**src/rtl/nsd_pkg.sv**
```systemverilog
package nsd_pkg;

	typedef enum logic [1:0] {
		PH_HUNT,
		PH_BODY,
		PH_DIG1,
		PH_DIG2
	} phase_t;

	localparam logic [7:0] CH_DOLLAR = 8'h24;
	localparam logic [7:0] CH_COMMA  = 8'h2C;
	localparam logic [7:0] CH_STAR   = 8'h2A;
	localparam logic [7:0] CH_CR     = 8'h0D;
	localparam logic [7:0] CH_LF     = 8'h0A;
	localparam logic [7:0] CH_NINE   = 8'h39;
	localparam logic [3:0] HEX_ALPHA_OFS = 4'd9;

	localparam logic [1:0] KIND_NONE  = 2'd0;
	localparam logic [1:0] KIND_CHAR  = 2'd1;
	localparam logic [1:0] KIND_COMMA = 2'd2;

	localparam logic [2:0] EV_NONE     = 3'd0;
	localparam logic [2:0] EV_SUM_OK   = 3'd1;
	localparam logic [2:0] EV_EOL      = 3'd2;
	localparam logic [2:0] EV_IMPLICIT = 3'd3;
	localparam logic [2:0] EV_SUM_BAD  = 3'd4;
	localparam logic [2:0] EV_OVERFLOW = 3'd5;

	localparam logic REG_IGNORE_BAD_SUM = 1'b0;
	localparam logic REG_ALLOW_IMPLICIT = 1'b1;

	typedef struct packed {
		logic [1:0]  char_kind;
		logic [7:0]  payload_byte;
		logic [3:0]  field_number;
		logic [6:0]  char_position;
		logic [2:0]  frame_event;
		logic [4:0]  fields_in_sentence;
		logic [7:0]  computed_sum;
		logic [7:0]  received_sum;
		logic [15:0] sentence_total;
		logic [15:0] error_total;
		logic [31:0] byte_total;
	} result_t;

	// '0'..'9' by low nibble, anything above by (b - 'A' + 10) mod 16
	function automatic logic [3:0] hex_nibble(input logic [7:0] b);
		logic [3:0] n;
		if (b <= CH_NINE) begin
			n = b[3:0];
		end else begin
			n = b[3:0] + HEX_ALPHA_OFS;
		end
		return n;
	endfunction

endpackage

```
**src/rtl/nsd_intf.sv**
```systemverilog
interface nsd_byte_if;
	logic       valid;
	logic       ready;
	logic [7:0] rx_byte;

	modport source (output valid, output rx_byte, input ready);
	modport sink (input valid, input rx_byte, output ready);
endinterface

interface nsd_result_if;
	logic        valid;
	logic        ready;
	logic [1:0]  char_kind;
	logic [7:0]  payload_byte;
	logic [3:0]  field_number;
	logic [6:0]  char_position;
	logic [2:0]  frame_event;
	logic [4:0]  fields_in_sentence;
	logic [7:0]  computed_sum;
	logic [7:0]  received_sum;
	logic [15:0] sentence_total;
	logic [15:0] error_total;
	logic [31:0] byte_total;

	modport source (
		output valid, output char_kind, output payload_byte, output field_number,
		output char_position, output frame_event, output fields_in_sentence,
		output computed_sum, output received_sum, output sentence_total,
		output error_total, output byte_total, input ready
	);
	modport sink (
		input valid, input char_kind, input payload_byte, input field_number,
		input char_position, input frame_event, input fields_in_sentence,
		input computed_sum, input received_sum, input sentence_total,
		input error_total, input byte_total, output ready
	);
endinterface

```
**src/rtl/nmea_sentence_deframer.sv**
```systemverilog
// channel   dir  handshake     payload
// rx        in   valid/ready   rx_byte
// result    out  valid/ready   tag, frame event, sums, counters
// cfg       in   cfg_we        cfg_index, cfg_wdata
//
// One byte per cycle while rx.ready; accepted bytes yield registered results.
// All parsing state updates in the cycle of the rx transfer.
// Output register plus one skid entry: rx stays ready while one result waits.
// arst_n clears parser state, counters and both result slot valid flags.
module nmea_sentence_deframer #(
	parameter int MAX_FIELDS = 16,
	parameter int MAX_LENGTH = 128
) (
	input  logic   clk,
	input  logic   arst_n,
	input  logic   cfg_we,
	input  logic   cfg_index,
	input  logic   cfg_wdata,
	nsd_byte_if.sink     rx,
	nsd_result_if.source result
);
	import nsd_pkg::*;

	localparam int FP_W = $clog2(MAX_LENGTH);
	localparam int FC_W = $clog2(MAX_FIELDS + 1);

	logic ignore_sum_q;
	logic allow_implicit_q;

	phase_t      phase_q, phase_d;
	logic [7:0]  sum_q, sum_d;
	logic [FP_W-1:0] fill_q, fill_d;
	logic [FC_W-1:0] fcnt_q, fcnt_d;
	logic [7:0]  latch_q, latch_d;
	logic [15:0] sent_q, sent_d;
	logic [15:0] err_q, err_d;
	logic [31:0] bytes_q, bytes_d;

	result_t res;
	result_t out_q, skid_q;
	logic    out_v_q, skid_v_q;

	logic [7:0] b;
	logic       in_fire;
	logic       is_comma, is_star, is_eol, is_implicit;
	logic       len_full, comma_ovf;
	logic       sum_match;

	assign b        = rx.rx_byte;
	assign rx.ready = !skid_v_q;
	assign in_fire  = rx.valid && rx.ready;

	assign is_comma    = (b == CH_COMMA);
	assign is_star     = (b == CH_STAR);
	assign is_eol      = (b == CH_CR) || (b == CH_LF);
	assign is_implicit = allow_implicit_q && (b == CH_DOLLAR);
	assign len_full    = (fill_q >= FP_W'(MAX_LENGTH - 1));
	assign comma_ovf   = (fcnt_q >= FC_W'(MAX_FIELDS)) || len_full;
	assign sum_match   = ((latch_q | {4'b0, hex_nibble(b)}) == sum_q);

	always_ff @(posedge clk or negedge arst_n) begin
		if (!arst_n) begin
			ignore_sum_q     <= 1'b0;
			allow_implicit_q <= 1'b1;
		end else if (cfg_we) begin
			unique case (cfg_index)
				REG_IGNORE_BAD_SUM: ignore_sum_q     <= cfg_wdata;
				REG_ALLOW_IMPLICIT: allow_implicit_q <= cfg_wdata;
				default: ;
			endcase
		end
	end

	always_comb begin
		phase_d = phase_q;
		unique case (phase_q)
			PH_HUNT: begin
				if (b == CH_DOLLAR) phase_d = PH_BODY;
			end
			PH_BODY: begin
				priority if (is_comma) begin
					if (comma_ovf) phase_d = PH_HUNT;
				end else if (is_star) begin
					phase_d = PH_DIG1;
				end else if (is_eol) begin
					phase_d = PH_HUNT;
				end else if (is_implicit) begin
					phase_d = PH_BODY;
				end else begin
					if (len_full) phase_d = PH_HUNT;
				end
			end
			PH_DIG1: phase_d = PH_DIG2;
			PH_DIG2: phase_d = PH_HUNT;
			default: phase_d = PH_HUNT;
		endcase
	end

	always_comb begin
		logic keep_old_sum;
		keep_old_sum = 1'b0;
		sum_d   = sum_q;
		fill_d  = fill_q;
		fcnt_d  = fcnt_q;
		latch_d = latch_q;
		sent_d  = sent_q;
		err_d   = err_q;
		bytes_d = bytes_q + 32'd1;
		res     = '0;

		unique case (phase_q)
			PH_HUNT: begin
				if (b == CH_DOLLAR) begin
					sum_d  = '0;
					fill_d = '0;
					fcnt_d = FC_W'(1);
				end
			end
			PH_BODY: begin
				priority if (is_comma) begin
					if (comma_ovf) begin
						res.frame_event = EV_OVERFLOW;
						err_d = err_q + 16'd1;
					end else begin
						res.char_kind     = KIND_COMMA;
						res.payload_byte  = b;
						res.field_number  = 4'(fcnt_q - FC_W'(1));
						res.char_position = 7'(fill_q);
						fill_d = fill_q + FP_W'(1);
						fcnt_d = fcnt_q + FC_W'(1);
						sum_d  = sum_q ^ b;
					end
				end else if (is_star) begin
					// digits follow
				end else if (is_eol) begin
					res.frame_event        = EV_EOL;
					res.fields_in_sentence = 5'(fcnt_q);
					sent_d = sent_q + 16'd1;
				end else if (is_implicit) begin
					res.frame_event        = EV_IMPLICIT;
					res.fields_in_sentence = 5'(fcnt_q);
					sent_d = sent_q + 16'd1;
					keep_old_sum = 1'b1;
					sum_d  = '0;
					fill_d = '0;
					fcnt_d = FC_W'(1);
				end else begin
					sum_d = sum_q ^ b;
					if (len_full) begin
						res.frame_event = EV_OVERFLOW;
						err_d = err_q + 16'd1;
					end else begin
						res.char_kind     = KIND_CHAR;
						res.payload_byte  = b;
						res.field_number  = 4'(fcnt_q - FC_W'(1));
						res.char_position = 7'(fill_q);
						fill_d = fill_q + FP_W'(1);
					end
				end
			end
			PH_DIG1: begin
				latch_d = {hex_nibble(b), 4'b0};
			end
			PH_DIG2: begin
				latch_d = latch_q | {4'b0, hex_nibble(b)};
				if (ignore_sum_q || sum_match) begin
					res.frame_event        = EV_SUM_OK;
					res.fields_in_sentence = 5'(fcnt_q);
					sent_d = sent_q + 16'd1;
				end else begin
					res.frame_event = EV_SUM_BAD;
					err_d = err_q + 16'd1;
				end
			end
			default: ;
		endcase

		res.computed_sum   = keep_old_sum ? sum_q : sum_d;
		res.received_sum   = latch_d;
		res.sentence_total = sent_d;
		res.error_total    = err_d;
		res.byte_total     = bytes_d;
	end

	always_ff @(posedge clk or negedge arst_n) begin
		if (!arst_n) begin
			phase_q <= PH_HUNT;
			sum_q   <= '0;
			fill_q  <= '0;
			fcnt_q  <= '0;
			latch_q <= '0;
			sent_q  <= '0;
			err_q   <= '0;
			bytes_q <= '0;
		end else if (in_fire) begin
			phase_q <= phase_d;
			sum_q   <= sum_d;
			fill_q  <= fill_d;
			fcnt_q  <= fcnt_d;
			latch_q <= latch_d;
			sent_q  <= sent_d;
			err_q   <= err_d;
			bytes_q <= bytes_d;
		end
	end

	always_ff @(posedge clk or negedge arst_n) begin
		if (!arst_n) begin
			out_v_q  <= 1'b0;
			skid_v_q <= 1'b0;
		end else begin
			if (in_fire) begin
				if (!out_v_q || result.ready) begin
					out_v_q <= 1'b1;
				end else begin
					skid_v_q <= 1'b1;
				end
			end else if (result.ready && skid_v_q) begin
				skid_v_q <= 1'b0;
			end else if (result.ready) begin
				out_v_q <= 1'b0;
			end
		end
	end

	always_ff @(posedge clk) begin
		if (in_fire) begin
			if (!out_v_q || result.ready) begin
				out_q <= res;
			end else begin
				skid_q <= res;
			end
		end else if (result.ready && skid_v_q) begin
			out_q <= skid_q;
		end
	end

	assign result.valid              = out_v_q;
	assign result.char_kind          = out_q.char_kind;
	assign result.payload_byte       = out_q.payload_byte;
	assign result.field_number       = out_q.field_number;
	assign result.char_position      = out_q.char_position;
	assign result.frame_event        = out_q.frame_event;
	assign result.fields_in_sentence = out_q.fields_in_sentence;
	assign result.computed_sum       = out_q.computed_sum;
	assign result.received_sum       = out_q.received_sum;
	assign result.sentence_total     = out_q.sentence_total;
	assign result.error_total        = out_q.error_total;
	assign result.byte_total         = out_q.byte_total;

`ifndef ASSERT_OFF
	a_skid_implies_out: assert property (@(posedge clk) disable iff (!arst_n)
		skid_v_q |-> out_v_q)
		else $error("skid entry held without output entry");

	a_digits_end: assert property (@(posedge clk) disable iff (!arst_n)
		(in_fire && phase_q == PH_DIG2) |=> (phase_q == PH_HUNT))
		else $error("second checksum digit did not end the sentence");

	a_field_bound: assert property (@(posedge clk) disable iff (!arst_n)
		(phase_q == PH_BODY) |-> (fcnt_q != '0 && fcnt_q <= FC_W'(MAX_FIELDS)))
		else $error("field count out of range in sentence body");

	a_byte_count: assert property (@(posedge clk) disable iff (!arst_n)
		in_fire |=> (bytes_q == $past(bytes_q) + 32'd1))
		else $error("byte counter did not advance on transfer");
`endif

endmodule

```
**src/flat_wrapper.sv**
```systemverilog
// flat-port wrapper written by rule: the top's interface ports become plain ports
module nmea_sentence_deframer_flat import nsd_pkg::*;
#(
	parameter int MAX_FIELDS = 16,
	parameter int MAX_LENGTH = 128
)
  (clk, arst_n, cfg_we, cfg_index, cfg_wdata, rx_valid, rx_rx_byte, rx_ready, result_valid, result_char_kind, result_payload_byte, result_field_number, result_char_position, result_frame_event, result_fields_in_sentence, result_computed_sum, result_received_sum, result_sentence_total, result_error_total, result_byte_total, result_ready);
  nsd_byte_if rx_i ();
  nsd_result_if result_i ();
  input  logic clk;
  input  logic arst_n;
  input  logic cfg_we;
  input  logic cfg_index;
  input  logic cfg_wdata;
  input wire logic [$bits(rx_i.valid)-1:0] rx_valid;
  input wire logic [$bits(rx_i.rx_byte)-1:0] rx_rx_byte;
  output wire logic [$bits(rx_i.ready)-1:0] rx_ready;
  output wire logic [$bits(result_i.valid)-1:0] result_valid;
  output wire logic [$bits(result_i.char_kind)-1:0] result_char_kind;
  output wire logic [$bits(result_i.payload_byte)-1:0] result_payload_byte;
  output wire logic [$bits(result_i.field_number)-1:0] result_field_number;
  output wire logic [$bits(result_i.char_position)-1:0] result_char_position;
  output wire logic [$bits(result_i.frame_event)-1:0] result_frame_event;
  output wire logic [$bits(result_i.fields_in_sentence)-1:0] result_fields_in_sentence;
  output wire logic [$bits(result_i.computed_sum)-1:0] result_computed_sum;
  output wire logic [$bits(result_i.received_sum)-1:0] result_received_sum;
  output wire logic [$bits(result_i.sentence_total)-1:0] result_sentence_total;
  output wire logic [$bits(result_i.error_total)-1:0] result_error_total;
  output wire logic [$bits(result_i.byte_total)-1:0] result_byte_total;
  input wire logic [$bits(result_i.ready)-1:0] result_ready;
  assign rx_i.valid = rx_valid;
  assign rx_i.rx_byte = rx_rx_byte;
  assign rx_ready = rx_i.ready;
  assign result_valid = result_i.valid;
  assign result_char_kind = result_i.char_kind;
  assign result_payload_byte = result_i.payload_byte;
  assign result_field_number = result_i.field_number;
  assign result_char_position = result_i.char_position;
  assign result_frame_event = result_i.frame_event;
  assign result_fields_in_sentence = result_i.fields_in_sentence;
  assign result_computed_sum = result_i.computed_sum;
  assign result_received_sum = result_i.received_sum;
  assign result_sentence_total = result_i.sentence_total;
  assign result_error_total = result_i.error_total;
  assign result_byte_total = result_i.byte_total;
  assign result_i.ready = result_ready;
  nmea_sentence_deframer #(.MAX_FIELDS(MAX_FIELDS), .MAX_LENGTH(MAX_LENGTH)) u_core (.clk(clk), .arst_n(arst_n), .cfg_we(cfg_we), .cfg_index(cfg_index), .cfg_wdata(cfg_wdata), .rx(rx_i), .result(result_i));
endmodule
```
**config.mk**
```make
export PLATFORM = sky130hd
export DESIGN_NAME = nmea_sentence_deframer_flat
export DESIGN_NICKNAME = d
export VERILOG_FILES = /design/src/rtl/nsd_pkg.sv /design/src/rtl/nsd_intf.sv /design/src/rtl/nmea_sentence_deframer.sv /design/src/flat_wrapper.sv
export SDC_FILE = /design/constraint.sdc
export NUM_CORES = 1
export LEC_CHECK = 0
export BUFFER_PORTS_ARGS = -buffer_cell sky130_fd_sc_hd__buf_2
export CORE_MARGIN = 10
export CORE_UTILIZATION = 55
export DETAILED_ROUTE_END_ITERATION = 8
export GPL_ROUTABILITY_DRIVEN = 1
export PLACE_DENSITY = 0.86
export SYNTH_ARGS = -nofsm -noshare
export SYNTH_HDL_FRONTEND = slang
export SYNTH_SLANG_ARGS = --single-unit
```
**constraint.sdc**
```tcl
create_clock -name clk -period 10 [get_ports clk]
set_input_delay 1.5 -clock clk [delete_from_list [all_inputs] [get_ports clk]]
set_output_delay 1.5 -clock clk [all_outputs]
set_load 0.05 [all_outputs]
```
==> Word-level counts from Yosys, hierarchy flattened <==
Index checks and enable logic that the tools add are counted.
{ "totals": {"register_bits": 316, "in_bits": 15, "word_cells": 170} }
{ "op_classes": {"add_sub_neg": 7, "magnitude_cmp": 3, "n_eq_ne": 20, "mux": 79, "bitwise": 5, "reduce_logical": 22} }
{ "ops": {"columns": ["op", "n"], "rows": [
  ["$mux W109", 3],
  ["$mux W16", 12],
  ["$mux W21", 4],
  ["$mux W8", 8],
  ["$pmux W16 S2", 2],
  ["$mux W7", 7],
  ["$pmux W8 S2", 3],
  ["$mux W5", 9],
  ["$add A16 B1 Y16 const B", 2],
  ["$add A32 B1 Y32 const B", 1],
  ["$mux W29", 1],
  ["$eq A8 B6 Y1 const B", 3],
  ["$mux W24", 1],
  ["$mux W20", 1],
  ["$eq A8 B4 Y1 const B", 2],
  ["$or A8 B4 Y8", 2],
  ["$mux W2", 7],
  ["$pmux W7 S2", 1],
  ["$reduce_and A7 Y1", 2],
  ["$mux W1", 12],
  ["$mux W3", 4],
  ["$pmux W5 S2", 1],
  ["$reduce_and A2 Y1", 5],
  ["$eq A8 B8 Y1", 1],
  ["other kinds (27)", 42]
]} }

==> Longest topological paths before layout <==
{ "depth": {"word_depth": 10, "mapped_depth": 12} }

==> Worst setup path after synthesis <==
Ideal clock, no wire load.
{ "synth_path": {"path_type": "in2reg", "startpoint": "input rx_valid", "endpoint": "register u_core.out_q, in the netlist u_core.result.byte_total[0] (enable)", "setup_ns": 0.580, "arrival_time_ns": 8.294, "slack_ns": 1.125, "cell_stages": 5, "path_buffers": 1, "cell_sequence": "nor2b_1 clkbuf_1 and3_1 a21o_1 nor2_1"} }
{ "synth_between": {"elab_chain_cells": 3, "word_cells_on_any_way": 4, "classes_between": "eq/ne: 1; reduce/logical: 3"} }
{ "synth_lines": {"columns": ["element", "line", "rtl"], "rows": [
  ["from (decl)", "flat_wrapper.sv:15", "input wire logic [$bits(rx_i.valid)-1:0] rx_valid;"],
  ["$logic_and A1 B1 Y1 *", "nmea_sentence_deframer.sv:51", "assign in_fire = rx.valid && rx.ready;"],
  ["$ne A2 B2 Y1 (no line) / $reduce_bool A2 Y1 (equally long branches)", null, null],
  ["$reduce_and A2 Y1 (no line) *", null, null],
  ["to (signal assigned)", "nmea_sentence_deframer.sv:229", "out_q <= res;"],
  ["to (signal assigned)", "nmea_sentence_deframer.sv:234", "out_q <= skid_q;"],
  ["to (decl)", "nmea_sentence_deframer.sv:40", "result_t out_q, skid_q;"]
]} }
Every way passes the cells marked *; elsewhere a longest branch is shown, timed or not.
A chain may end at the register's enable or synchronous reset.

==> Worst setup path in the final report <==
{ "layout_path": {"startpoint": "input rx_rx_byte[0]", "endpoint": "register u_core.out_q, in the netlist u_core.result.error_total[12] (data pin)"} }
{ "layout_between": {"elab_chain_cells": 9, "word_cells_on_any_way": 21, "classes_between": "add/sub: 1; order compare: 1; eq/ne: 6; mux: 9; bitwise: 1; reduce/logical: 3"} }
{ "layout_lines": {"columns": ["element", "line", "rtl"], "rows": [
  ["from (decl)", "flat_wrapper.sv:16", "input wire logic [$bits(rx_i.rx_byte)-1:0] rx_rx_byte;"],
  ["$le A8 B6 Y1 (tied with other cells)", "nsd_pkg.sv:49", "if (b <= CH_NINE) begin"],
  ["$mux W4 / $logic_and A1 B1 Y1 (equally long branches)", "nsd_pkg.sv:49, nmea_sentence_deframer.sv:56", null],
  ["$or A8 B4 Y8 / $mux W16 (equally long branches)", "nmea_sentence_deframer.sv:59, nmea_sentence_deframer.sv:139", null],
  ["$eq A8 B8 Y1 / $mux W16 (equally long branches)", "nmea_sentence_deframer.sv:59, nmea_sentence_deframer.sv:135", null],
  ["$logic_or A1 B1 Y1 / $mux W16 (equally long branches)", "nmea_sentence_deframer.sv:166, nmea_sentence_deframer.sv:133", null],
  ["$mux W16, on equally long branches", "nmea_sentence_deframer.sv:166, nmea_sentence_deframer.sv:120", null],
  ["$pmux W16 S2 *", "nmea_sentence_deframer.sv:111", "unique case (phase_q)"],
  ["$mux W109 *", "nmea_sentence_deframer.sv:228", "if (!out_v_q || result.ready) begin"],
  ["$mux W109 *", "nmea_sentence_deframer.sv:227", "if (in_fire) begin"]
]} }
Every way passes the cells marked *; elsewhere a longest branch is shown, timed or not. The select of a mux whose other input is x is not followed.

==> metrics.md <==
| Metric | Value |
|---|---|
| Placeable core region | `26800 sq um` |
| Largest buffer count on any clock path | `3` |
| Via density per instance | `5.94` |
| DR iter-0 viols | `1126` |
| Result of the run | `finished clean` |
| Most frequent cells in the layout | `218 x edfxtp_1, 193 x nand2_1, 124 x buf_2` |
| Wirelength per Cell | `19.9 um` |
| Total routed wire length on the met1 layer | `14900 um` |
| R2r setup slk | `5.96 ns` |
| CTS Hold Buffers Added | `0` |
| Cell count after synthesis | `1298` |
| Slew margin rel. | `12.2%` |
| 1st-pass router iterations | `5` |
| Die Width | `184 um` |
| Share of cells above drive strength 1 | `19.4%` |
| Kind of capture point of the worst setup path | `flop` |
| Static Leakage | `6.86 nW` |
| Number of antenna violations at the first check in global routing | `2` |
| Pin count of the biggest net entering global routing | `87` |
| Postcts setup bufs | `0` |
| Worst path arrival time | `5.64 ns` |
| Area of the die | `34000 sq um` |
| Adder and majority gate portion of the synthesized area | `0.926%` |
| Share of synthesized area spent on multiplexers | `3.92%` |
| R2r startpoint | `u_core.sum_q[2]` |
| Number of core rows | `60` |
| PostCTS Resize Cnt | `0` |
| Final weighted congestion of routability-driven global placement | `0.926` |
| Highest routed metal layer | `met4` |
| Post-route DRC violation count | `0` |
| Count of synthesis-stage warnings from yosys | `0` |
| Critical R2R Capture | `u_core.result.error_total[12]` |
| Total routing resource utilization after global routing | `20.6%` |
| Syn_area_per_cell | `11.5 sq um` |
| Pin slew with the least headroom to its limit | `1.32 ns` |
| Nets@finish | `1433` |
| Overall overflow remaining after global route | `0` |
| Post-placement setup slack | `4.36 ns` |
| Number of pins with negative max-slew slack in the final report | `0` |
| Hpwl dp | `22900 um` |
| Via Count | `10500` |
| Routed length on met3 | `2800 um` |
| I/O Pins | `126` |
| Combinational family with the most area after synthesis | `simple AND/OR/NAND/NOR gates` |
| Number of nets produced by synthesis | `1324` |
| Post-synthesis instance area | `14900 sq um` |
| Post-synth EDFFs | `218` |
| CP Max Fanout | `13` |
| Portion of the post-synthesis area used by sequential elements | `60.5%` |
| Element type at the critical path start | `primary input` |
| Total negative slack | `0 ns` |
| Share of the synthesized area in compound gates (AO/OA/AOI/OAI) | `10.2%` |
| Final hold violation count | `0` |
| MaxCap Viol Count | `0` |
| Most common library cell in the layout ignoring fill and taps | `edfxtp_1` |
| Post-Synth Simple-Gate Area | `15.4%` |
| Final worst path period share | `52.8%` |
| Power per unit of standard cell area | `213 nW/um^2` |
| Type of the worst setup path | `primary input to flop` |
| Prevailing post-synth register cell | `edfxtp_1` |
| Post-synthesis async set-or-reset flop share | `31.0%` |
| Antenna Violating Nets Remaining | `0` |
| Launching instance or port of the critical path | `rx_rx_byte[0]` |
| Min setup slack post-route | `4.72 ns` |
| Synth cell types | `80` |
| Upper clock frequency limit | `189 MHz` |
| H-tree depth | `2` |
| Clock root buffer | `clkbuf_16` |
| Final-layout fill cell count | `2052` |
| Setup repair after global routing missed its margin | `no` |
| Clock tree from TritonCTS | `done` |
| Final Setup Violations | `0` |
| Total Wirelength | `35300 um` |
| Port-buffer cells | `125` |
| Initial Utilization | `55.5%` |
| Met2 routed wirelength | `16700 um` |
| Minimum period implied by the final worst setup slack | `5.28 ns` |
| Clock transition at the registers of the reported paths | `0.06 ns` |
| Die Y-Extent | `184 um` |
| Clock sinks | `316` |
| Seq cells post-synth | `316` |
| Vias in the first global route | `10500` |
| TritonCTS Buffers | `34` |
| Last element of the critical path | `u_core.result.error_total[12]` |
| Worst endpoint required time | `10.37 ns` |
| Peak ir drop on the vdd network | `0.138 mV` |
| Wire length of the first global-routing pass | `56400 um` |
| Worst clock skew | `0.0170 ns` |
| Worst reg-to-reg path cell count | `7` |
| Clock insertion delay at the later pin of the skew report | `0.52 ns` |
| Area grow syn2layout | `13.7%` |
| Min-delay src | `u_core.bytes_q[14]` |
| XOR/XNOR Fraction of Synth Area | `6.48%` |
| Class of the worst hold path | `flop to flop` |
worst min-delay path by stage:
stage	to	depth (start not counted)
6_report	u_core.bytes_q[14]	1
5_1_grt	u_core.result.byte_total[23]	2
4_1_cts	u_core.result.byte_total[5]	2
3_5_place_dp	u_core.sent_q[9]	1
3_3_place_gp	u_core.bytes_q[1]	2
2_1_floorplan	u_core.bytes_q[1]	2
layout make-up:
type / instances / area [sq um] / share of cell area, %
Clock buffer: 47 / 971 / 5.75
Multi-Input combinational cell: 888 / 5510 / 32.6
Antenna cell: 1 / 2.50 / 0.0148
Clock inverter: 13 / 170 / 1.01
Timing Repair Buffer: 134 / 696 / 4.12
Tap cell: 341 / 427 / 2.52
Inverter: 33 / 124 / 0.733
Sequential cell: 316 / 9000 / 53.3
metrics by stage:
stage | power, mW | util, % | instance area, sq um | hold slack, ns | cells
after floorplan | 2.17 | - | 14900 | 0.472 | 1298
after global placement | 2.32 | 58.8 | 15800 | 0.491 | 1712
after detailed placement | 2.34 | 58.8 | 15800 | 0.502 | 1712
after CTS | 3.62 | 63.0 | 16900 | 0.516 | 1772
after global routing | 3.73 | 63.1 | 16900 | 0.537 | 1773
final | 3.59 | 63.1 | 16900 | 0.513 | 1773
flip-flops by register name (all words and copies together) (netlist names), named ones only:
signal                            count
u_core.result.field_number            4
u_core.result.char_kind               2
u_core.result.fields_in_sentence      5
u_core.ignore_sum_q                   1
u_core.result.char_position           7
u_core.skid_v_q                       1
u_core.err_q                         16
u_core.latch_q                        8
u_core.skid_q                       109
u_core.sent_q                        16
u_core.result.sentence_total         16
u_core.result.computed_sum            8
u_core.result.valid                   1
u_core.bytes_q                       32
u_core.result.error_total            16
u_core.allow_implicit_q               1
u_core.result.received_sum            8
u_core.result.frame_event             3
u_core.sum_q                          8
u_core.fill_q                         7
u_core.result.payload_byte            8
u_core.phase_q                        1
u_core.fcnt_q                         5
u_core.result.byte_total             32
layer usage:
metal	up-vias	GRT usage [%]
met5	-	0
met4	0	6.36
met3	67	4.04
met2	453	33.6
met1	5137	27.2
li1	4874	-
critical path, stage by stage:
cell      delay [ns]
buf_2           0.18
clkinv_1        0.29
ha_1            0.39
o311ai_0        0.41
o211ai_1        0.17
a222oi_1        1.08
a21oi_1         0.66
o21ai_1         0.58
and3b_1         0.25
a31oi_1         0.13
cell families (layout without fill, tap and decap cells):
group                      Yosys count  count (layout)
other                                0               1
adders and majority gates           11              11
muxes                               52              52
buffers and inverters               94             227
xor gates and xnor gates           110             110
DFF                                316             316
and+or+nand+nor                    486             486
AOI/OAI and AO/OA                  229             229
synth_stat cells (6+ instances only):
| library cell | instances | area, sq um |
|---|---|---|
| o21ai_2 | 7 | 61.3 |
| a211oi_1 | 7 | 52.6 |
| a31oi_1 | 9 | 56.3 |
| or2_2 | 11 | 68.8 |
| and2_1 | 18 | 113 |
| nor4_1 | 6 | 37.5 |
| nor2_1 | 105 | 394 |
| o211ai_1 | 8 | 60.1 |
| ha_1 | 11 | 138 |
| dfrtp_1 | 97 | 2430 |
| xnor2_1 | 66 | 578 |
| mux2_2 | 50 | 563 |
| clkbuf_1 | 50 | 188 |
| and3_1 | 30 | 188 |
| a22o_1 | 6 | 52.6 |
| o21ai_0 | 61 | 305 |
| o22ai_1 | 6 | 37.5 |
| a21oi_1 | 44 | 220 |
| nand3_1 | 39 | 195 |
| a21o_1 | 16 | 120 |
| xor2_1 | 44 | 385 |
| o21a_1 | 10 | 75.1 |
| edfxtp_1 | 218 | 6550 |
| o31ai_1 | 17 | 128 |
| nor3_1 | 24 | 120 |
| nand2b_1 | 8 | 50.1 |
| nand2_1 | 194 | 728 |
| inv_1 | 31 | 116 |
| nand4_1 | 17 | 106 |
where the power goes:
group / switching [mW] / internal, mW
logic: 0.484 / 0.158
registers: 0.0813 / 1.58
clock network: 0.502 / 0.783
total: 1.07 / 2.53
Power figures use the tool's default switching activity.
